<file path="src/rtl/rgbpal_pkg.sv">
`default_nettype none
package rgbpal_pkg;
	localparam int PAL_DEPTH = 256;
	localparam int PAL_AW = 8;
	localparam int SET_DEPTH = 32;
	localparam int SET_AW = 5;
	localparam int SET_CW = 6;
	localparam int QDEPTH = 2;
	localparam logic [23:0] CNT_MAX = 24'hFFFFFF;

	typedef enum logic [1:0] {
		FN_PAL_WRITE = 2'd0,
		FN_PIXEL = 2'd1,
		FN_FRAME_START = 2'd2,
		FN_REPORT = 2'd3
	} func_t;

	typedef enum logic [1:0] {
		KD_ACK = 2'd0,
		KD_PIXEL = 2'd1,
		KD_COUNT = 2'd2,
		KD_COLOR = 2'd3
	} kind_t;

	typedef enum logic [1:0] {
		RG_COLOR_BITS = 2'd0,
		RG_DEFAULT_INDEX = 2'd1,
		RG_COLLECT_ALL = 2'd2
	} reg_t;

	typedef enum logic [1:0] {
		ST_IDLE = 2'd0,
		ST_SCAN = 2'd1,
		ST_REPORT = 2'd2
	} state_t;

	// classified item passed from front to back
	typedef struct packed {
		func_t func;
		logic [7:0] entry_index;
		logic [23:0] color;
		logic found;
		logic [7:0] idx;
		logic bad;
	} cmd_t;

	function automatic logic [23:0] vga_color(input logic [3:0] i);
		logic [23:0] c;
		case (i)
			4'd0: c = 24'h000000;
			4'd1: c = 24'hFFFFFF;
			4'd2: c = 24'hFF0000;
			4'd3: c = 24'hFFFF00;
			4'd4: c = 24'h00FF00;
			4'd5: c = 24'h00FFFF;
			4'd6: c = 24'h0000FF;
			4'd7: c = 24'hFF00FF;
			4'd8: c = 24'h808080;
			4'd9: c = 24'hC0C0C0;
			4'd10: c = 24'h800000;
			4'd11: c = 24'h808000;
			4'd12: c = 24'h008000;
			4'd13: c = 24'h008080;
			4'd14: c = 24'h000080;
			4'd15: c = 24'h800080;
			default: c = 24'h000000;
		endcase
		return c;
	endfunction

	// number of palette entries in use, minus one
	function automatic logic [7:0] last_entry(input logic [3:0] cb);
		logic [3:0] b;
		b = cb;
		if (b < 4'd1) b = 4'd1;
		if (b > 4'd8) b = 4'd8;
		return 8'((9'd1 << b) - 9'd1);
	endfunction
endpackage
`default_nettype wire

</file>
<file path="src/rtl/rgbpal_queue.sv">
`default_nettype none
module rgbpal_queue (
	input  wire logic clk,
	input  wire logic arst_n,
	input  wire logic in_valid,
	output logic in_ready,
	input  wire rgbpal_pkg::cmd_t in_cmd,
	output logic out_valid,
	input  wire logic out_ready,
	output rgbpal_pkg::cmd_t out_cmd
);
	rgbpal_pkg::cmd_t mem_q [rgbpal_pkg::QDEPTH];
	logic wp_q, rp_q;
	logic [1:0] n_q;
	assign in_ready = (n_q != 2'd2);
	assign out_valid = (n_q != 2'd0);
	assign out_cmd = mem_q[rp_q];
	always_ff @(posedge clk or negedge arst_n) begin
		if (!arst_n) begin
			wp_q <= 1'b0;
			rp_q <= 1'b0;
			n_q <= '0;
		end else begin
			if (in_valid && in_ready) wp_q <= !wp_q;
			if (out_valid && out_ready) rp_q <= !rp_q;
			n_q <= n_q + 2'(in_valid && in_ready) - 2'(out_valid && out_ready);
		end
	end
	always_ff @(posedge clk) begin
		if (in_valid && in_ready) mem_q[wp_q] <= in_cmd;
	end
endmodule
`default_nettype wire

</file>
<file path="config.mk">
export PLATFORM = sky130hd
export DESIGN_NAME = rgbpal_queue
export DESIGN_NICKNAME = d
export VERILOG_FILES = /design/src/rtl/rgbpal_pkg.sv /design/src/rtl/rgbpal_queue.sv
export SDC_FILE = /design/constraint.sdc
export NUM_CORES = 1
export LEC_CHECK = 0
export BUFFER_PORTS_ARGS = -buffer_cell sky130_fd_sc_hd__buf_2
export CORE_UTILIZATION = 58
export CTS_BUF_LIST = sky130_fd_sc_hd__clkbuf_2 sky130_fd_sc_hd__clkbuf_4 sky130_fd_sc_hd__clkbuf_8
export DETAILED_ROUTE_END_ITERATION = 10
export GPL_TIMING_DRIVEN = 0
export PLACE_DENSITY_LB_ADDON = 0.05
export SLEW_MARGIN = 10
export SYNTH_ARGS = -nofsm -noshare
export SYNTH_HDL_FRONTEND = slang
export SYNTH_SLANG_ARGS = --single-unit
</file>
<file path="constraint.sdc">
create_clock -name clk -period 7.9 [get_ports clk]
set_input_delay 1.185 -clock clk [delete_from_list [all_inputs] [get_ports clk]]
set_output_delay 1.185 -clock clk [all_outputs]
set_load 0.02 [all_outputs]
</file>
==> results of run 1 <==
layout make-up:
class / count / share of cell area
Clock buffer: 9 / 0.0297
Timing Repair Buffer: 94 / 0.116
Buffer: 5 / 0.00600
Clock inverter: 7 / 0.0162
Multi-Input combinational cell: 62 / 0.153
Tap cell: 72 / 0.0216
Sequential cell: 92 / 0.657
synthesized netlist by cell type (all sizes together):
cell type	count
ha	1
and2b	1
o21ai	1
dfrtp	4
nand2b	1
edfxtp	88
and4bb	1
xnor2	3
a311oi	1
nor2	3
nand3	1
nand2	2
o21ba	1
or2	1
and3	1
mux2	44
buf	5
path summary, 6_finish.rpt:
kind                                   from                endpoint  slack [ps]  depth (start not counted)
max in group asynchronous            arst_n        rp_q$_DFFE_PN0P_        7150                          1
min in group asynchronous            arst_n        wp_q$_DFFE_PN0P_         630                          1
hold reg to reg            wp_q$_DFFE_PN0P_        wp_q$_DFFE_PN0P_         570                          1
setup reg to reg           n_q[0]$_DFF_PN0_  mem_q[1][15]$_DFFE_PP_        5970                          2
hold / removal             wp_q$_DFFE_PN0P_        wp_q$_DFFE_PN0P_         570                          1
setup / recovery           rp_q$_DFFE_PN0P_             out_cmd[27]        5020                          4
cells by family (layout without fill, tap and decap cells):
kind of cell	count (synthesis)	after routing	synth area share
buffers and inverters	5	115	0.00737
flip-flops	92	92	0.807
XOR/XNOR	3	3	0.00774
AO/OA/AOI/OAI	3	3	0.00884
multiplexers	44	44	0.146
adder cells (fa/ha/maj)	1	1	0.00368
AND/OR/NAND/NOR	11	11	0.0192
worst max-delay path: stages (launching register included):
cell	delay [ps]
dfrtp_1	330
buf_2	210
buf_2	290
mux2_2	370
buf_2	160
layer usage:
| layer | global-route usage | routed length (um) |
|---|---|---|
| met2 | 0.325 | 2790 |
| met5 | 0 | 0 |
| met1 | 0.198 | 2100 |
| met4 | 0.100 | 86 |
| met3 | 0.0500 | 321 |
power groups by stage:
stage	Clock, mW	Sequential (mW)	Combinational (mW)
final	0.297	0.700	0.549
after global routing	0.320	0.712	0.587
after CTS	0.302	0.702	0.557
after detailed placement	0	0.713	0.555
after global placement	0	0.710	0.540
after floorplan	0	0.702	0.388
stage by stage:
| stage | instance area, um^2 | power [mW] | worst slack, ps |
|---|---|---|---|
| floorplan | 3400 | 1.09 | 4340 |
| global placement | 3950 | 1.25 | 3190 |
| detailed placement | 3980 | 1.27 | 5260 |
| CTS | 4170 | 1.56 | 4980 |
| global route | 4170 | 1.62 | 4930 |
| finish | 4170 | 1.55 | 5020 |
state kept, by name, summed over array words and instances, names as in the netlist:
| name | count |
|---|---|
| mem_q | 88 |
| rp_q | 1 |
| wp_q | 1 |
| n_q | 2 |
==> impl_metrics.xml, run 1 <==
<?xml version="1.0" encoding="UTF-8"?>
<metrics>
  <group name="finish">
    <metric name="post_route_cells_drive_above_1_share" unit="">0.610</metric>
    <metric name="num_antenna_cells" unit="">0</metric>
    <metric name="multiInputGateArea" unit="um^2">637</metric>
    <metric name="instances_no_fill" unit="">341</metric>
    <metric name="layout.cells.most_common" unit="">buf_2</metric>
    <metric name="filler_cell_count" unit="">356</metric>
    <metric name="areaGrowthSynthToFinish" unit="%">22.8</metric>
    <metric name="ff_latch_area" unit="mm^2">0.00274</metric>
    <metric name="layout_common_cells" unit="">98 x buf_2, 88 x edfxtp_1, 44 x mux2_2</metric>
    <metric name="finalCoreUtilization" unit="">0.748</metric>
    <metric name="finish.net_count" unit="">313</metric>
  </group>
  <group name="detailed_routing">
    <metric name="detailed_routing_iterations_pass_1" unit="">4</metric>
    <metric name="remaining_drc_errors" unit="">0</metric>
    <metric name="initialDrtViolationCount" unit="">119</metric>
    <metric name="via_per_inst" unit="">5.18</metric>
    <metric name="route.final.wire_length" unit="um">5300</metric>
    <metric name="count_of_antenna_violating_nets_left_after_detailed_routing" unit="">0</metric>
    <metric name="route.detailed.wl_per_inst" unit="um">15.5</metric>
    <metric name="detailroute.via_count" unit="">1765</metric>
  </group>
  <group name="power">
    <metric name="cell_internal_pwr" unit="mW">1.03</metric>
    <metric name="clock_power_share" unit="">0.192</metric>
    <metric name="swShare" unit="">0.331</metric>
    <metric name="power.share.combinational" unit="">0.355</metric>
    <metric name="power_switching" unit="uW">512</metric>
    <metric name="cellPowerDensity" unit="mW/mm^2">371</metric>
    <metric name="leakagePower" unit="nW">1.58</metric>
    <metric name="power_frac_seq" unit="">0.453</metric>
    <metric name="vdd_drop_max" unit="mV">0.208</metric>
  </group>
  <group name="global_route">
    <metric name="groute.usage.overall" unit="">0.184</metric>
    <metric name="first_global_vias" unit="">1828</metric>
    <metric name="grt_antenna_before_repair" unit="">0</metric>
    <metric name="grt_start_max_net_pins" unit="">45</metric>
    <metric name="grt_pass1_wl" unit="um">8100</metric>
    <metric name="grt_overflow_total" unit="">0</metric>
  </group>
  <group name="timing">
    <metric name="fin_skew" unit="ps">10.1</metric>
    <metric name="hold-worst-slack" unit="ps">574</metric>
    <metric name="setup_viol_count_final" unit="">0</metric>
    <metric name="worst_pin_slew" unit="ps">1040</metric>
    <metric name="grt_setup_unrepaired" unit="">no</metric>
    <metric name="share_of_the_clock_period_used_by_the_worst_path" unit="">0.365</metric>
    <metric name="maxSlewHeadroom" unit="">0.309</metric>
    <metric name="sum_neg_setup_slack" unit="ps">0</metric>
    <metric name="timing_max_transition_violations_final" unit="">0</metric>
    <metric name="maxClockFrequency" unit="GHz">0.347</metric>
    <metric name="timing.final.crit_period" unit="ps">2880</metric>
    <metric name="hold_violations" unit="">0</metric>
  </group>
  <group name="clocking">
    <metric name="cts_made_buffers" unit="">9</metric>
    <metric name="insertion_delay" unit="ps">340</metric>
    <metric name="cts-resized-gates" unit="">0</metric>
    <metric name="cts-root-to-sink-buffers" unit="">2</metric>
    <metric name="path_clk_slew" unit="ps">90</metric>
    <metric name="cts_hold_repair.buffers" unit="">0</metric>
    <metric name="clock_tree_from_tritoncts" unit="">done</metric>
    <metric name="clock_sink_count" unit="">92</metric>
    <metric name="cts_setup_buffers" unit="">0</metric>
    <metric name="h_tree_depth" unit="">3</metric>
    <metric name="cts_root_buf" unit="">clkbuf_8</metric>
  </group>
  <group name="setup_path">
    <metric name="worst_setup_path_start_kind" unit="">flop</metric>
    <metric name="crit_fanout" unit="">10</metric>
    <metric name="timing.critical_path.to_type" unit="">output port</metric>
    <metric name="timing.critical_path.required" unit="ps">6710</metric>
    <metric name="timing_worst_setup_path_type" unit="">reg -&gt; out</metric>
    <metric name="cp_data_arrival_time" unit="ps">1700</metric>
  </group>
  <group name="placed_design">
    <metric name="gp_congestion" unit="">0.763</metric>
    <metric name="dp_hpwl" unit="um">3510</metric>
    <metric name="numPlacedInstances" unit="">325</metric>
    <metric name="port-buffer-count" unit="">93</metric>
  </group>
  <group name="yosys">
    <metric name="synth_fp_nets" unit="">208</metric>
    <metric name="synth_warnings" unit="">0</metric>
    <metric name="yosys-top-cells-area" unit="">edfxtp_1 78%, mux2_2 15%, dfrtp_1 2.9%</metric>
    <metric name="syn_area_cell" unit="um^2">21.4</metric>
    <metric name="synthesis.instances" unit="">159</metric>
    <metric name="ys_seq_elements" unit="">92</metric>
    <metric name="synth.distinct_cells" unit="">17</metric>
    <metric name="synth_top_area_frac" unit="">0.778</metric>
    <metric name="synth_seq_area_share" unit="">0.807</metric>
    <metric name="syn_area" unit="mm^2">0.00340</metric>
    <metric name="synth.largest_area_cell" unit="">edfxtp_1</metric>
  </group>
  <group name="die">
    <metric name="floorplan.die.height" unit="um">78.5</metric>
    <metric name="floorplan.initialDensity" unit="">0.609</metric>
    <metric name="placeableCoreArea" unit="mm^2">0.00557</metric>
    <metric name="chipWidth" unit="um">78.5</metric>
    <metric name="fp_rows" unit="">27</metric>
    <metric name="floorplan.die_area" unit="mm^2">0.00617</metric>
    <metric name="io_pins" unit="">94</metric>
  </group>
  <group name="run_status">
    <metric name="run_status" unit="">finished clean</metric>
  </group>
  <group name="min_path">
    <metric name="hold_path_class" unit="">reg -&gt; reg</metric>
  </group>
  <group name="job">
    <metric name="max_cap_viol_count" unit="">0</metric>
  </group>
</metrics>
Note: power is estimated with default switching activity, not from simulation.
==> run 2: changes to the inputs <==
CORE_UTILIZATION = 54   (was 58)
clock period = 2.8 ns   (was 7.9 ns; I/O delays follow)
==> impl_metrics.xml, run 2 (synthesis results as in run 1) <==
<?xml version="1.0" encoding="UTF-8"?>
<metrics>
  <group name="global_route">
    <metric name="grt_pass1_wl" unit="um">8010</metric>
    <metric name="grt_antenna_before_repair" unit="">0</metric>
    <metric name="first_global_vias" unit="">1728</metric>
    <metric name="groute.usage.overall" unit="">0.173</metric>
    <metric name="grt_start_max_net_pins" unit="">45</metric>
    <metric name="grt_overflow_total" unit="">0</metric>
  </group>
  <group name="timing">
    <metric name="maxSlewHeadroom" unit="">0.306</metric>
    <metric name="timing_max_transition_violations_final" unit="">0</metric>
    <metric name="hold_violations" unit="">0</metric>
    <metric name="share_of_the_clock_period_used_by_the_worst_path" unit="">0.754</metric>
    <metric name="grt_setup_unrepaired" unit="">no</metric>
    <metric name="sum_neg_setup_slack" unit="ps">0</metric>
    <metric name="final.setup.worst_slack" unit="ps">689</metric>
    <metric name="maxClockFrequency" unit="GHz">0.474</metric>
    <metric name="fin_skew" unit="ps">8.76</metric>
    <metric name="worst_pin_slew" unit="ps">1040</metric>
    <metric name="hold-worst-slack" unit="ps">259</metric>
    <metric name="setup_viol_count_final" unit="">0</metric>
    <metric name="timing.final.crit_period" unit="ps">2110</metric>
  </group>
  <group name="finish">
    <metric name="instances_no_fill" unit="">345</metric>
    <metric name="largest_register" unit="">mem_q</metric>
    <metric name="areaGrowthSynthToFinish" unit="%">24.0</metric>
    <metric name="largest_registers" unit="">mem_q x88, n_q x2</metric>
    <metric name="largest_reg_flops" unit="">88</metric>
    <metric name="num_antenna_cells" unit="">0</metric>
    <metric name="filler_cell_count" unit="">432</metric>
    <metric name="finalCoreUtilization" unit="">0.703</metric>
    <metric name="post_route_cells_drive_above_1_share" unit="">0.600</metric>
    <metric name="layout_common_cells" unit="">98 x buf_2, 88 x edfxtp_1, 44 x mux2_2</metric>
    <metric name="finish.net_count" unit="">314</metric>
    <metric name="layout.cells.most_common" unit="">buf_2</metric>
  </group>
  <group name="clocking">
    <metric name="cts-root-to-sink-buffers" unit="">2</metric>
    <metric name="clock_tree_from_tritoncts" unit="">done</metric>
    <metric name="clock_sink_count" unit="">92</metric>
    <metric name="h_tree_depth" unit="">3</metric>
    <metric name="path_clk_slew" unit="ps">80</metric>
    <metric name="insertion_delay" unit="ps">340</metric>
    <metric name="cts_root_buf" unit="">clkbuf_8</metric>
    <metric name="cts_made_buffers" unit="">9</metric>
    <metric name="cts-resized-gates" unit="">0</metric>
  </group>
  <group name="setup_path">
    <metric name="timing_worst_setup_path_type" unit="">reg -&gt; out</metric>
    <metric name="crit_fanout" unit="">10</metric>
    <metric name="timing.critical_path.required" unit="ps">2380</metric>
    <metric name="timing.critical_path.to_type" unit="">output port</metric>
    <metric name="worst_setup_path_start_kind" unit="">flop</metric>
    <metric name="cp_data_arrival_time" unit="ps">1690</metric>
  </group>
  <group name="detailed_routing">
    <metric name="remaining_drc_errors" unit="">0</metric>
    <metric name="via_per_inst" unit="">5.06</metric>
    <metric name="route.detailed.wl_per_inst" unit="um">15.5</metric>
    <metric name="detailed_routing_iterations_pass_1" unit="">4</metric>
    <metric name="route.final.wire_length" unit="um">5360</metric>
    <metric name="count_of_antenna_violating_nets_left_after_detailed_routing" unit="">0</metric>
    <metric name="detailroute.via_count" unit="">1745</metric>
    <metric name="initialDrtViolationCount" unit="">55</metric>
  </group>
  <group name="placed_design">
    <metric name="numPlacedInstances" unit="">328</metric>
    <metric name="gp_congestion" unit="">0.736</metric>
    <metric name="dp_hpwl" unit="um">3620</metric>
    <metric name="placement_stage_worst_setup_slack" unit="ps">858</metric>
    <metric name="port-buffer-count" unit="">93</metric>
  </group>
  <group name="die">
    <metric name="io_pins" unit="">94</metric>
    <metric name="floorplan.die_area" unit="mm^2">0.00661</metric>
    <metric name="floorplan.initialDensity" unit="">0.567</metric>
    <metric name="floorplan.die.height" unit="um">81.3</metric>
    <metric name="placeableCoreArea" unit="mm^2">0.00599</metric>
    <metric name="chipWidth" unit="um">81.3</metric>
    <metric name="fp_rows" unit="">28</metric>
  </group>
  <group name="power">
    <metric name="vdd_drop_max" unit="mV">0.536</metric>
    <metric name="cellPowerDensity" unit="mW/mm^2">1060</metric>
    <metric name="leakagePower" unit="nW">1.60</metric>
  </group>
  <group name="run_status">
    <metric name="run_status" unit="">finished clean</metric>
  </group>
  <group name="min_path">
    <metric name="hold_path_class" unit="">in -&gt; reg</metric>
  </group>
  <group name="job">
    <metric name="max_cap_viol_count" unit="">0</metric>
  </group>
</metrics>
## run 2: where the power goes
part           switching, mW  total (mW)  internal [mW]
clock                  0.420       0.924          0.504
combinational          0.916        1.55          0.635
sequential            0.0893        1.97           1.89
## run 2: final timing paths
path / from / endpoint / slack [ps] / depth (start not counted)
setup / recovery: rp_q$_DFFE_PN0P_ / out_cmd[32] / 690 / 4
hold / removal: in_cmd[15] / mem_q[1][15]$_DFFE_PP_ / 260 / 1
setup reg to reg: n_q[0]$_DFF_PN0_ / mem_q[1][27]$_DFFE_PP_ / 870 / 2
hold reg to reg: wp_q$_DFFE_PN0P_ / wp_q$_DFFE_PN0P_ / 560 / 1
max in group asynchronous: arst_n / rp_q$_DFFE_PN0P_ / 2270 / 2
min in group asynchronous: arst_n / wp_q$_DFFE_PN0P_ / 410 / 2
## run 2: final cells by class
type,instances,area [um^2],share of cell area
buffer,5,25.0,0.00594
clock buffer,10,131,0.0312
clock inverter,6,78.8,0.0187
multi-input combinational,62,637,0.151
sequential,92,2740,0.651
tap,75,93.8,0.0223
timing repair buffer,95,503,0.119
## run 2: routing by layer
layer  up-vias  routed length, um  share of wire  track usage
li1        836                  -              -            -
met1       838               2080           0.39        0.197
met2        60               2760           0.52        0.288
met3        11                399          0.074       0.0528
met4         0                116          0.022        0.102
met5         -                  0              0            0
## run 2: worst max-delay path, cell delays in order (launching register included)
cell	delay, ps
dfrtp_1	320
buf_2	210
buf_2	290
mux2_2	380
buf_2	160
## run 2: stage by stage
step | cell area [um^2] | power, mW
2_1_floorplan | 3400 | 3.07
4_1_cts | 4210 | 4.50
6_report | 4210 | 4.45
3_5_place_dp | 3990 | 3.58
3_3_place_gp | 3960 | 3.53
5_1_grt | 4210 | 4.67
## run 2: repair_timing
action / in CTS / in global routing
hold buffers: 1 / 0
buffers inserted: 0 / 0
endpoints found under the hold margin: 4 / 0
