==> config.mk <==
export PLATFORM = sky130hd
export DESIGN_NAME = rgbpal_back
export DESIGN_NICKNAME = d
export VERILOG_FILES = /design/src/rtl/rgbpal_pkg.sv /design/src/rtl/rgbpal_back.sv
export SDC_FILE = /design/constraint.sdc
export NUM_CORES = 1
export LEC_CHECK = 0
export BUFFER_PORTS_ARGS = -buffer_cell sky130_fd_sc_hd__buf_4
export CAP_MARGIN = 40
export CORE_MARGIN = 2
export CORE_UTILIZATION = 45
export CTS_BUF_LIST = sky130_fd_sc_hd__clkbuf_16
export DETAILED_ROUTE_END_ITERATION = 10
export HOLD_SLACK_MARGIN = 0.15
export PLACE_DENSITY = 0.6
export SLEW_MARGIN = 10
export SYNTH_ARGS = -nofsm -noshare
export SYNTH_HDL_FRONTEND = slang
export SYNTH_SLANG_ARGS = --single-unit
==> constraint.sdc <==
create_clock -name clk -period 5.2 [get_ports clk]
set_clock_uncertainty 0.1 [all_clocks]
set_input_delay 0.26 -clock clk [delete_from_list [all_inputs] [get_ports clk]]
set_output_delay 0.26 -clock clk [all_outputs]
set_load 0.01 [all_outputs]
==> src/rtl/rgbpal_pkg.sv <==
`default_nettype none
package rgbpal_pkg;
	localparam int PAL_DEPTH = 256;
	localparam int PAL_AW = 8;
	localparam int SET_DEPTH = 32;
	localparam int SET_AW = 5;
	localparam int SET_CW = 6;
	localparam int QDEPTH = 2;
	localparam logic [23:0] CNT_MAX = 24'hFFFFFF;

	typedef enum logic [1:0] {
		FN_PAL_WRITE = 2'd0,
		FN_PIXEL = 2'd1,
		FN_FRAME_START = 2'd2,
		FN_REPORT = 2'd3
	} func_t;

	typedef enum logic [1:0] {
		KD_ACK = 2'd0,
		KD_PIXEL = 2'd1,
		KD_COUNT = 2'd2,
		KD_COLOR = 2'd3
	} kind_t;

	typedef enum logic [1:0] {
		RG_COLOR_BITS = 2'd0,
		RG_DEFAULT_INDEX = 2'd1,
		RG_COLLECT_ALL = 2'd2
	} reg_t;

	typedef enum logic [1:0] {
		ST_IDLE = 2'd0,
		ST_SCAN = 2'd1,
		ST_REPORT = 2'd2
	} state_t;

	// classified item passed from front to back
	typedef struct packed {
		func_t func;
		logic [7:0] entry_index;
		logic [23:0] color;
		logic found;
		logic [7:0] idx;
		logic bad;
	} cmd_t;

	function automatic logic [23:0] vga_color(input logic [3:0] i);
		logic [23:0] c;
		case (i)
			4'd0: c = 24'h000000;
			4'd1: c = 24'hFFFFFF;
			4'd2: c = 24'hFF0000;
			4'd3: c = 24'hFFFF00;
			4'd4: c = 24'h00FF00;
			4'd5: c = 24'h00FFFF;
			4'd6: c = 24'h0000FF;
			4'd7: c = 24'hFF00FF;
			4'd8: c = 24'h808080;
			4'd9: c = 24'hC0C0C0;
			4'd10: c = 24'h800000;
			4'd11: c = 24'h808000;
			4'd12: c = 24'h008000;
			4'd13: c = 24'h008080;
			4'd14: c = 24'h000080;
			4'd15: c = 24'h800080;
			default: c = 24'h000000;
		endcase
		return c;
	endfunction

	// number of palette entries in use, minus one
	function automatic logic [7:0] last_entry(input logic [3:0] cb);
		logic [3:0] b;
		b = cb;
		if (b < 4'd1) b = 4'd1;
		if (b > 4'd8) b = 4'd8;
		return 8'((9'd1 << b) - 9'd1);
	endfunction
endpackage
`default_nettype wire

==> src/rtl/rgbpal_back.sv <==
`default_nettype none
module rgbpal_back (
	input  wire logic clk,
	input  wire logic arst_n,
	input  wire logic cmd_valid,
	output logic cmd_ready,
	input  wire rgbpal_pkg::cmd_t cmd,
	input  wire logic [7:0] default_index,
	input  wire logic collect_all,
	input  wire logic [3:0] color_bits,
	output logic out_valid,
	input  wire logic out_ready,
	output logic [1:0] kind,
	output logic status,
	output logic [7:0] pal_index,
	output logic undefined,
	output logic [23:0] count,
	output logic [5:0] set_size,
	output logic overflow,
	output logic [23:0] color,
	output logic last
);
	logic [23:0] set_q [rgbpal_pkg::SET_DEPTH];
	logic [rgbpal_pkg::SET_CW-1:0] cnt_q, ptr_q;
	logic [23:0] undef_q;
	logic ovf_q;
	rgbpal_pkg::state_t state_q, state_d;
	rgbpal_pkg::cmd_t c_q;
	logic ins_q, dup_q;
	logic [7:0] lastn;
	logic [23:0] rd;
	logic sfree;
	logic [23:0] ncnt;
	logic [rgbpal_pkg::SET_CW-1:0] nsize;
	logic novf;

	assign lastn = rgbpal_pkg::last_entry(color_bits);
	assign rd = set_q[ptr_q[rgbpal_pkg::SET_AW-1:0]];
	assign sfree = !out_valid || out_ready;

	always_comb begin
		state_d = state_q;
		case (state_q)
			rgbpal_pkg::ST_IDLE:
				if (cmd_valid && cmd_ready) state_d = (cmd.func == rgbpal_pkg::FN_PIXEL ||
					cmd.func == rgbpal_pkg::FN_REPORT) ? rgbpal_pkg::ST_SCAN : rgbpal_pkg::ST_IDLE;
			rgbpal_pkg::ST_SCAN: begin
				if (c_q.func == rgbpal_pkg::FN_REPORT) begin
					if (sfree) state_d = (cnt_q == '0) ? rgbpal_pkg::ST_IDLE : rgbpal_pkg::ST_REPORT;
				end else if (!ins_q || dup_q || ptr_q == cnt_q) begin
					if (sfree) state_d = rgbpal_pkg::ST_IDLE;
				end
			end
			rgbpal_pkg::ST_REPORT:
				if (sfree && ptr_q + 1'b1 == cnt_q) state_d = rgbpal_pkg::ST_IDLE;
			default: state_d = rgbpal_pkg::ST_IDLE;
		endcase
	end

	always_comb begin
		cmd_ready = (state_q == rgbpal_pkg::ST_IDLE) && sfree;
		ncnt = undef_q;
		nsize = cnt_q;
		novf = ovf_q;
		if (!c_q.found && undef_q != rgbpal_pkg::CNT_MAX) ncnt = undef_q + 24'd1;
		if (ins_q && !dup_q) begin
			if (cnt_q < rgbpal_pkg::SET_CW'(rgbpal_pkg::SET_DEPTH)) nsize = cnt_q + 1'b1;
			else novf = 1'b1;
		end
	end

	always_ff @(posedge clk or negedge arst_n) begin
		if (!arst_n) begin
			state_q <= rgbpal_pkg::ST_IDLE;
			cnt_q <= '0;
			undef_q <= '0;
			ovf_q <= 1'b0;
			out_valid <= 1'b0;
			ptr_q <= '0;
			ins_q <= 1'b0;
			dup_q <= 1'b0;
		end else begin
			state_q <= state_d;
			if (out_valid && out_ready) out_valid <= 1'b0;
			case (state_q)
				rgbpal_pkg::ST_IDLE: begin
					ptr_q <= '0;
					dup_q <= 1'b0;
					ins_q <= !cmd.found || collect_all;
					if (cmd_valid && cmd_ready) begin
						if (cmd.func == rgbpal_pkg::FN_FRAME_START) begin
							cnt_q <= '0;
							undef_q <= '0;
							ovf_q <= 1'b0;
						end
						if (cmd.func == rgbpal_pkg::FN_PAL_WRITE ||
								cmd.func == rgbpal_pkg::FN_FRAME_START)
							out_valid <= 1'b1;
					end
				end
				rgbpal_pkg::ST_SCAN: begin
					if (c_q.func == rgbpal_pkg::FN_REPORT) begin
						if (sfree) out_valid <= 1'b1;
					end else if (!ins_q || dup_q || ptr_q == cnt_q) begin
						if (sfree) begin
							out_valid <= 1'b1;
							undef_q <= ncnt;
							cnt_q <= nsize;
							ovf_q <= novf;
						end
					end else if (rd == c_q.color) dup_q <= 1'b1;
					else ptr_q <= ptr_q + 1'b1;
				end
				rgbpal_pkg::ST_REPORT: begin
					if (sfree) begin
						out_valid <= 1'b1;
						ptr_q <= ptr_q + 1'b1;
					end
				end
				default: ;
			endcase
		end
	end

	always_ff @(posedge clk) begin
		if (cmd_valid && cmd_ready) c_q <= cmd;
		if (state_q == rgbpal_pkg::ST_SCAN && c_q.func == rgbpal_pkg::FN_PIXEL && ins_q &&
				!dup_q && ptr_q == cnt_q && sfree &&
				cnt_q < rgbpal_pkg::SET_CW'(rgbpal_pkg::SET_DEPTH))
			set_q[cnt_q[rgbpal_pkg::SET_AW-1:0]] <= c_q.color;
		if (sfree) begin
			kind <= rgbpal_pkg::KD_ACK;
			status <= 1'b0;
			pal_index <= '0;
			undefined <= 1'b0;
			count <= '0;
			set_size <= '0;
			overflow <= 1'b0;
			color <= '0;
			last <= 1'b1;
			case (state_q)
				rgbpal_pkg::ST_IDLE: if (cmd.func == rgbpal_pkg::FN_PAL_WRITE) begin
					status <= cmd.bad;
					pal_index <= cmd.entry_index;
					color <= cmd.color;
				end
				rgbpal_pkg::ST_SCAN: if (c_q.func == rgbpal_pkg::FN_REPORT) begin
					kind <= rgbpal_pkg::KD_COUNT;
					count <= undef_q;
					set_size <= cnt_q;
					overflow <= ovf_q;
					last <= (cnt_q == '0);
				end else begin
					kind <= rgbpal_pkg::KD_PIXEL;
					pal_index <= c_q.found ? c_q.idx : default_index;
					status <= !c_q.found && (default_index > lastn);
					undefined <= !c_q.found;
					count <= ncnt;
					set_size <= nsize;
					overflow <= novf;
					color <= c_q.color;
				end
				rgbpal_pkg::ST_REPORT: begin
					kind <= rgbpal_pkg::KD_COLOR;
					color <= rd;
					last <= (ptr_q + 1'b1 == cnt_q);
				end
				default: ;
			endcase
		end
	end

	a_cnt: assert property (@(posedge clk) disable iff (!arst_n)
		cnt_q <= rgbpal_pkg::SET_CW'(rgbpal_pkg::SET_DEPTH))
		else $error("set count beyond depth");
	a_rep: assert property (@(posedge clk) disable iff (!arst_n)
		state_q == rgbpal_pkg::ST_REPORT |-> ptr_q < cnt_q)
		else $error("report past set end");
	a_hold: assert property (@(posedge clk) disable iff (!arst_n)
		out_valid && !out_ready |=> $stable(cnt_q) && $stable(undef_q))
		else $error("state moved under stalled result");
endmodule
`default_nettype wire

==> results.md, run 1 <==
* Num CTS Buffers at 96
* H-tree Lvls at 3
* Max Transition Viols Final at 0
* Layout cells sized above 1 at 23.5%
* Syn. warnings at 0
* Leading area contributor after synthesis: edfxtp_1
* CTS sink count at 913
* Sequential-to-total area share from yosys stat at 72.7%
* Crit end category: flop
* Crit-path slowest cell: dfrtp_4
* Die ar. at 0.0855 mm^2
* Most used DFF post-synth: edfxtp_1
* Post-synthesis cell type count at 74
* Slew at the pin closest to its max-slew limit at 1.04 ns
* Setup TNS at 0 ns
* Mapped Cells at 2143
* Layout Utilization at 53.8%
* Reg power frac at 44.5%
* Worst Setup Start Kind: flop
* Post-Place Cells at 3333
* Cell Area, Synth at 0.0374 mm^2
* IO buf count at 130
* GRT Overall Usage at 25.2%
* 1st-iter DRT viols at 2461
* Sequential Area at 0.0272 mm^2
* Worst hold path type: primary input to flop
* Critical Path AT at 5.25 ns
* Period utilization at 92.7%
* Psw at 5660 uW
* P&R area growth vs syn at 18.3%
* P_leak at 0.0148 uW
* Starting Density at 45.5%
* Post-route DRC at 0
* Global-route wire length before repair at 154000 um
* Reg clk slew, reported paths at 0.06 ns
* Worst skew pair latency at 0.65 ns
* CTS-repair resized insts at 0
* Area contributors post-synth: edfxtp_1, mux4_2, mux2i_1, dfrtp_1, nand2_1
* Max Clk Rate at 207 MHz
* EDFF count, synth at 871
* PD cells at 455 mW/mm^2
* Max stage delay on crit path at 0.89 ns
* Combinational Power Share at 21.5%
* I/O pin total at 131
* Top-count cell post-synth: edfxtp_1
* Vias at 21900
* CP most frequent cell: buf_4
* Vias in the first global route at 21800
* Worst IR Drop VDD at 254 uV
* Worst-path fanout max at 34
* Total power at 20100 uW
* Worst rel slew slack at 30.8%
* Commonest cells post-synth: edfxtp_1, mux4_2, mux2i_1
* Required @ worst endpoint at 5.63 ns
* Fin. Hold Viols at 0
* Largest net degree at the start of global routing at 60
* CTS Hold Buffers Added at 58
* Async set-or-reset flop fraction in the synthesized netlist at 4.60%
* Global route overflow at 0
* Die Y-Extent at 292 um
* Die Width at 292 um
* Setup Viol. Count Final at 0
* # rows at 105
* Gpl congestion at 0.819
* Via density at 6.15
* TritonCTS clock tree: done
* Crit-path cells: buf_4 -> mux4_2 -> o22ai_1 -> nor2_1 -> o21ai_1 -> xnor2_1 -> a2111oi_0 -> nand4_1 -> buf_4 -> or3_1 -> a41o_1
* Max-cap violations at 0
* Synth top area share at 69.9%
* Core area at 0.0822 mm^2
* P_int at 14500 uW
* Switch share at 28.1%
* WL/cell at 30.2 um
* Fillers at 6442
* Initial antenna violation count at 1
* Net count, final at 2499
* RSZ-0062 raised after global routing: false
* Clock tree buffer depth at 3
* 1st-pass router iterations at 6
* Area of the multi-input gates at 0.00976 mm^2
* HPWL after DPL at 62500 um
* Crit path kind: flop to flop
* Clock Power Share at 33.9%
* Status: finished, final reports clean
* Setup bufs post-CTS at 0
* Root buf cell: clkbuf_16
* Post-Syn Area per Cell at 17.5 um^2
* Final ANT Viol Nets at 0
* Synth Register Bits at 913
* Crit path time final at 4.82 ns
* DRT Wirelength at 108000 um
* Finished Layout Cells at 3567
[metrics by stage]
step                      setup slack (ns)  cell area (um^2)  hold WS [ns]
final                                0.380             44300         0.236
after global routing                 0.160             44300         0.214
after CTS                            0.465             44300         0.169
after detailed placement             0.432             40500         0.203
after global placement               0.448             40300         0.197
after floorplan                      0.882             37400        -0.136
[power by group through the flow]
stage / Combinational [uW] / Sequential [uW] / Clock (uW)
floorplan: 2500 / 9190 / 0
global placement: 4020 / 9230 / 0
detailed placement: 4240 / 9130 / 0
CTS: 4320 / 8980 / 6940
global route: 4620 / 9010 / 7240
finish: 4340 / 8970 / 6840
[area by class of cell]
cell class	instances	area share [%]
sequential	913	61.5
multi-input combinational	1086	22.0
timing repair buffer	302	6.16
clock buffer	97	5.48
tap	1070	3.02
clock inverter	78	1.65
inverter	20	0.172
antenna	1	0.00565
[flip-flops by register name (all words and copies together) (netlist names), 2 cells and up]
register   cells
color         24
pal_index      8
set_q        768
undef_q       24
c_q           35
state_q        2
kind           2
set_size       6
count         24
cnt_q          6
ptr_q          6
[per-layer routing]
layer	global-route usage, %	part of all wire, %
met1	34.8	40
met4	8.12	3.3
met5	0	0
met3	6.75	10
met2	39.0	46
[kinds of logic after synthesis]
family | share of synthesized area, %
flops | 72.7
simple gates | 5.62
compound gates | 5.61
mux | 12.1
buf+inv | 1.94
xor+xnor | 1.40
fa+ha+maj | 0.635
other cells | 0.0100
[worst max-delay path, delay by kind of cell (launching register included)]
family	cells	cell delay, ns
XOR/XNOR	1	0.22
buffers and inverters	2	0.78
multiplexers	1	0.37
flip-flops	1	0.89
AO/OA/AOI/OAI	4	1.27
AND/OR/NAND/NOR	3	1.01
[final timing paths]
path,from,to,slack (ns),depth (start not counted)
max,ptr_q[1]$_DFFE_PN0P_,ptr_q[1]$_DFFE_PN0P_,0.38,11
min,cmd[29],c_q[29]$_DFFE_PP_,0.24,2
max reg2reg,ptr_q[1]$_DFFE_PN0P_,ptr_q[1]$_DFFE_PN0P_,0.38,11
min reg2reg,ovf_q$_DFFE_PN0P_,ovf_q$_DFFE_PN0P_,0.40,2
max in group asynchronous,arst_n,ptr_q[2]$_DFFE_PN0P_,4.17,4
min in group asynchronous,arst_n,undef_q[15]$_DFFE_PN0P_,0.56,4
[layout by cell type, fill, tap and decap left out, drive strengths merged, types with 41 or more instances in the layout]
cell,count
edfxtp,871
buf,245
mux4,137
mux2i,129
nand2,107
nor2,105
clkbuf,97
o21ai,67
dlygate4sd3,57
a22oi,52
nand3,46
clkinv,43
a21oi,42
dfrtp,42
inv,41
Power figures use the tool's default switching activity.
==> inputs of run 2 (changes only) <==
- PLACE_DENSITY: 0.6 -> 0.62
- clock period: 5.2 -> 4.08 ns (I/O delays scaled with it)
==> results.md, run 2 (synthesized netlist as in run 1, its figures left out) <==
* GRT Overall Usage at 25.1% (-0.069 points)
* Global-route wire length before repair at 155000 um (+0.50%)
* Core area at 0.0822 mm^2 (unchanged)
* Starting Density at 45.5% (unchanged)
* Ant diodes at 0 (-1)
* Clock Power Share at 32.4% (-1.5 points)
* P&R area growth vs syn at 21.0%
* Final ANT Viol Nets at 0 (unchanged)
* Largest register FFs at 768 (unchanged)
* Reg power frac at 43.8% (-0.7 points)
* Post-Layout Inst Area at 0.0453 mm^2 (+2.3%)
* Post-DP Area at 0.0416 mm^2 (+2.7%)
* Die ar. at 0.0855 mm^2 (unchanged)
* Net count, final at 2599 (+4.0%)
* Crit path time final at 3.94 ns (-0.882 ns)
* IO buf count at 130 (unchanged)
* Status: finished, final reports clean
* Max Transition Viols Final at 0 (unchanged)
* Worst rel slew slack at 36.7% (+6.0 points)
* Largest net degree at the start of global routing at 60 (unchanged)
* Via density at 6.10 (-0.85%)
* Slew at the pin closest to its max-slew limit at 0.949 ns (-0.0895 ns)
* Clock tree buffer depth at 3 (unchanged)
* Commonest non-fill, non-tap cells in the layout: edfxtp_1, buf_4, mux4_2
* 1st-pass router iterations at 7 (+1)
* Crit-path slowest cell: dfrtp_4
* Switch share at 28.0% (-0.10 points)
* P_leak at 0.0153 uW (+3.4%)
* Fin. Hold Viols at 0 (unchanged)
* Crit path kind: flop to flop
* Worst-path fanout max at 23 (-32%)
* Leading cell type in the layout, fill and taps excluded: edfxtp_1
* Post-route DRC at 0 (unchanged)
* Hold_ws at 0.193 ns (-0.0426 ns)
* Combinational Power Share at 23.7% (+2.2 points)
* Worst Setup Start Kind: flop
* Max stage delay on crit path at 0.67 ns (-0.22 ns)
* Num CTS Buffers at 91 (-5.2%)
* TritonCTS clock tree: done
* Global route overflow at 0 (unchanged)
* Vias in the first global route at 22100 (+1.3%)
* Place WS at -0.215 ns (-0.647 ns)
* CTS sink count at 913 (unchanged)
* Worst hold path type: primary input to flop
* Layout Utilization at 55.1% (+1.2 points)
* CP most frequent cell: buf_4
* PD cells at 571 mW/mm^2 (+25%)
* Period utilization at 96.5% (+3.8 points)
* Vias at 22300 (+1.7%)
* Setup ws final at 0.142 ns (-0.238 ns)
* # rows at 105 (unchanged)
* RSZ-0062 raised after global routing: false
* Crit end category: flop
* Total power at 25800 uW (+28%)
* Gpl congestion at 0.865 (+5.6%)
* WL/cell at 29.4 um (-2.7%)
* Max Clk Rate at 254 MHz (+22%)
* Psw at 7230 uW (+28%)
* Die Width at 292 um (unchanged)
* Critical Path AT at 4.42 ns (-0.83 ns)
* Die Y-Extent at 292 um (unchanged)
* HPWL after DPL at 65400 um (+4.7%)
* Reg clk slew, reported paths at 0.06 ns (about the same)
* Worst IR Drop VDD at 379 uV (+49%)
* Required @ worst endpoint at 4.56 ns (-1.07 ns)
* Max-cap violations at 0 (unchanged)
* Root buf cell: clkbuf_16
* I/O pin total at 131 (unchanged)
* P_int at 18600 uW (+28%)
* DRT Wirelength at 108000 um (-0.16%)
* H-tree Lvls at 3 (unchanged)
* Initial antenna violation count at 0 (-1)
* Setup Viol. Count Final at 0 (unchanged)
* Layout cells sized above 1 at 26.7% (+3.2 points)
* 1st-iter DRT viols at 2870 (+17%)
* Worst skew pair latency at 0.65 ns (about the same)
* Crit-path cells: buf_12 -> or3b_2 -> o22ai_1 -> nor2_1 -> o21ai_1 -> xnor2_1 -> a2111oi_1 -> buf_4 -> nand4_1 -> buf_4 -> buf_4 -> o41ai_1 -> a31o_1
-- run 2: through the flow --
stage	setup TNS (ns)	std cells
2_1_floorplan	0	2144
3_3_place_gp	-0.585	3418
3_5_place_dp	-1.37	3429
4_1_cts	0	3656
5_1_grt	0	3659
6_report	0	3659
-- run 2: final timing paths --
kind                                 startpoint  slack [ns]  depth (start not counted)                     end
setup / recovery           ptr_q[2]$_DFFE_PN0P_        0.14                         13    ptr_q[5]$_DFFE_PN0P_
hold / removal                           cmd[2]        0.19                          2        c_q[2]$_DFFE_PP_
setup reg to reg           ptr_q[2]$_DFFE_PN0P_        0.14                         13    ptr_q[5]$_DFFE_PN0P_
hold reg to reg               ovf_q$_DFFE_PN0P_        0.40                          2       ovf_q$_DFFE_PN0P_
max in group asynchronous                arst_n        3.13                          4    ptr_q[2]$_DFFE_PN0P_
min in group asynchronous                arst_n        0.51                          4  undef_q[3]$_DFFE_PN0P_
-- run 2: timing repair --
action / in CTS / in global routing
buffers inserted: 5 / 3
hold buffers: 59 / 0
setup endpoints to repair: 7 / 7
endpoints found under the hold margin: 114 / 0
resized for setup: 2 / 5
-- run 2: power by group through the flow --
| stage | Clock [uW] | Sequential (uW) | Combinational [uW] |
|---|---|---|---|
| floorplan | 0 | 11700 | 3190 |
| global placement | 0 | 11600 | 5650 |
| detailed placement | 0 | 11600 | 5890 |
| CTS | 8470 | 11300 | 6070 |
| global route | 8830 | 11400 | 6500 |
| finish | 8380 | 11300 | 6130 |
-- run 2: final cells by class --
type	count	area [um^2]
tap	1070	1340
sequential	913	27200
clock inverter	70	648
multi-input combinational	1086	9790
inverter	20	78.8
fill	6344	37000
timing repair buffer	407	3880
clock buffer	93	2330
-- run 2: worst max-delay path: cells and delay by family (launching register included) --
kind            cells  cell delay, ns
compound gates      5            1.39
flops               1            0.67
buf+inv             4            0.77
simple gates        3            0.72
xor+xnor            1            0.22
-- run 2: metal layers --
layer | up-vias | GRT usage [%] | wire, um
li1 | 9359 | - | -
met1 | 11600 | 35.6 | 44300
met2 | 1151 | 40.4 | 51100
met3 | 202 | 3.67 | 8810
met4 | 0 | 7.75 | 3480
met5 | - | 0 | 0
==> inputs of run 3 (changes only) <==
- ABC_AREA: default -> 1
==> results.md, run 3 <==
* Die Width at 300 um (+2.6%)
* 1st-pass router iterations at 6 (-1)
* Async set-or-reset flop fraction in the synthesized netlist at 4.60% (unchanged)
* Vias in the first global route at 26700 (+21%)
* H-tree Lvls at 3 (unchanged)
* Crit path time final at 3.78 ns (-0.159 ns)
* Layout cells sized above 1 at 11.5% (-15 points)
* Worst-path fanout max at 17 (-26%)
* Slew at the pin closest to its max-slew limit at 0.865 ns (-0.0836 ns)
* I/O pin total at 131 (unchanged)
* Core area at 0.0868 mm^2 (+5.5%)
* Most used DFF post-synth: edfxtp_1
* Post-synthesis cell type count at 41 (-45%)
* Num CTS Buffers at 94 (+3.3%)
* Die ar. at 0.0900 mm^2 (+5.3%)
* P&R area growth vs syn at 17.1%
* Hold_ws at 0.189 ns (-0.00436 ns)
* Fillers at 7487 (+18%)
* WL/cell at 23.3 um (-21%)
* Max stage delay on crit path at 0.73 ns (+0.06 ns)
* Global route overflow at 0 (unchanged)
* P_leak at 0.0176 uW (+15%)
* Worst hold path type: primary input to flop
* Syn. warnings at 0 (unchanged)
* Post-Syn Area per Cell at 11.0 um^2 (-37%)
* CTS sink count at 913 (unchanged)
* Period utilization at 92.6% (-3.9 points)
* Mapped Cells at 3582 (+67%)
* Leading area contributor after synthesis: edfxtp_1
* Place WS at 0.575 ns (+0.790 ns)
* DRT Wirelength at 117000 um (+9.0%)
* Area of the multi-input gates at 0.0103 mm^2 (+5.6%)
* Max Clk Rate at 265 MHz (+4.2%)
* CTS-repair resized insts at 0 (-2)
* Setup Viol. Count Final at 0 (unchanged)
* Worst IR Drop VDD at 505 uV (+33%)
* Setup bufs post-CTS at 0 (-5)
* Crit-path cells: inv_1 -> ha_1 -> clkinv_1 -> nor2_2 -> inv_1 -> nor2_1 -> o21ai_0 -> o21ai_0 -> dlygate4sd3_1
* Initial antenna violation count at 0 (unchanged)
* Root buf cell: clkbuf_16
* Crit path kind: flop to flop
* Setup ws final at 0.301 ns (+0.159 ns)
* Critical Path AT at 4.19 ns (-0.23 ns)
* Gpl congestion at 0.858 (-0.84%)
* Clock tree buffer depth at 3 (unchanged)
* IO buf count at 130 (unchanged)
* Post-Place Cells at 4804 (+40%)
* Global-route wire length before repair at 173000 um (+12%)
* Final ANT Viol Nets at 0 (unchanged)
* Finished Layout Cells at 5034 (+38%)
* PD cells at 621 mW/mm^2 (+8.9%)
* Top-count cell post-synth: nand2_1
* GRT Overall Usage at 25.9% (+0.83 points)
* TritonCTS clock tree: done
* Layout Utilization at 53.2% (-1.8 points)
* Max Transition Viols Final at 0 (unchanged)
* Largest register FFs at 768 (unchanged)
* Status: finished, final reports clean
* Sequential Area at 0.0272 mm^2 (about the same)
* Crit end category: flop
* Synth Register Bits at 913 (unchanged)
* Vias at 28100 (+26%)
* Largest net degree at the start of global routing at 145 (+140%)
* Leading cell type in the layout, fill and taps excluded: nand2_1
* Ant diodes at 0 (unchanged)
* RSZ-0062 raised after global routing: false
* Cell Area, Synth at 0.0394 mm^2 (+5.4%)
* Starting Density at 45.5% (-0.056 points)
* # rows at 108 (+2.9%)
* Worst path top cell family by delay: buffers and inverters
* Setup TNS at 0 ns (unchanged)
* Die Y-Extent at 300 um (+2.6%)
* Fin. Hold Viols at 0 (unchanged)
* Max-cap violations at 0 (unchanged)
* Worst rel slew slack at 42.3% (+5.6 points)
* Synth top area share at 66.3% (-3.6 points)
* HPWL after DPL at 67900 um (+3.8%)
* Crit-path slowest cell: nor2_2
* Commonest cells post-synth: nand2_1, edfxtp_1, nand3_1
* Net count, final at 3882 (+49%)
* Post-route DRC at 0 (unchanged)
* Worst skew pair latency at 0.64 ns (about the same)
* Sequential-to-total area share from yosys stat at 69.0% (-3.7 points)
* Worst Setup Start Kind: flop
* Required @ worst endpoint at 4.49 ns (-0.07 ns)
* Area contributors post-synth: edfxtp_1, nand2_1, nand3_1, dfrtp_1, inv_1
* 1st-iter DRT viols at 3529 (+23%)
* Via density at 5.58 (-8.5%)
* Buf+Inv Stages, Crit Path at 4 (unchanged)
* Commonest non-fill, non-tap cells in the layout: nand2_1, edfxtp_1, nand3_1
* EDFF count, synth at 871 (unchanged)
* Reg clk slew, reported paths at 0.06 ns (about the same)
run 3: cell types whose count changed in the layout (fill, tap and decap cells not counted), sizes merged, moves of 34 or more:
cell and change:
nand2 +948, nand3 +547, inv +272, mux4 -137, mux2i -122, buf -93
nor2 +80, o211ai +54, a22oi -51, and2 -39, o22ai +39, o21ai +34
run 3: final cells by class:
class                           instances  area share [%]
Clock inverter                         78            1.56
Multi-Input combinational cell       2195            22.4
Sequential cell                       913            58.9
Tap cell                             1155            3.13
Inverter                              286            2.38
Clock buffer                           95            5.15
Timing Repair Buffer                  312            6.45
run 3: power by group:
group / leakage [uW] / switching (uW) / internal (uW)
logic: 0.00744 / 5750 / 2600
clock network: 0.00160 / 3580 / 5100
registers: 0.00855 / 420 / 11200
run 3: logic make-up after synthesis:
group | after synthesis | share of synthesized area [%]
XOR/XNOR | 36 | 0.799
AND/OR/NAND/NOR | 1869 | 20.0
multiplexers | 7 | 0.178
adder cells (fa/ha/maj) | 19 | 0.603
buffers and inverters | 475 | 5.47
flip-flops | 913 | 69.0
AO/OA/AOI/OAI | 262 | 4.00
other | 1 | 0.00951
run 3: final timing paths:
| check | to | cells after the start | startpoint | slack [ns] |
|---|---|---|---|---|
| setup reg to reg | status$_DFFE_PN_ | 9 | state_q[1]$_DFFE_PN0P_ | 0.30 |
| setup / recovery | status$_DFFE_PN_ | 9 | state_q[1]$_DFFE_PN0P_ | 0.30 |
| max in group asynchronous | ptr_q[1]$_DFFE_PN0P_ | 4 | arst_n | 3.08 |
| hold / removal | c_q[2]$_DFFE_PP_ | 2 | cmd[2] | 0.19 |
| hold reg to reg | dup_q$_DFFE_PN0P_ | 2 | dup_q$_DFFE_PN0P_ | 0.42 |
| min in group asynchronous | undef_q[17]$_DFFE_PN0P_ | 4 | arst_n | 0.57 |
run 3: layer usage:
| layer | wire [um] | share of wire, % | GRT usage (%) |
|---|---|---|---|
| met5 | 0 | 0 | 0 |
| met4 | 3810 | 3.2 | 8.52 |
| met3 | 10800 | 9.2 | 4.12 |
| met2 | 53300 | 45 | 40.1 |
| met1 | 49400 | 42 | 37.6 |
run 3: stage by stage:
stage	total power [uW]	instance area, um^2
6_report	28700	46200
2_1_floorplan	17200	39500
3_3_place_gp	19800	42300
4_1_cts	28700	46200
5_1_grt	30000	46200
3_5_place_dp	20000	42500
run 3: repair_timing:
action                     CTS  global route
hold endpoints to repair   116             0
hold buffers                57             0
setup endpoints to repair    0             0
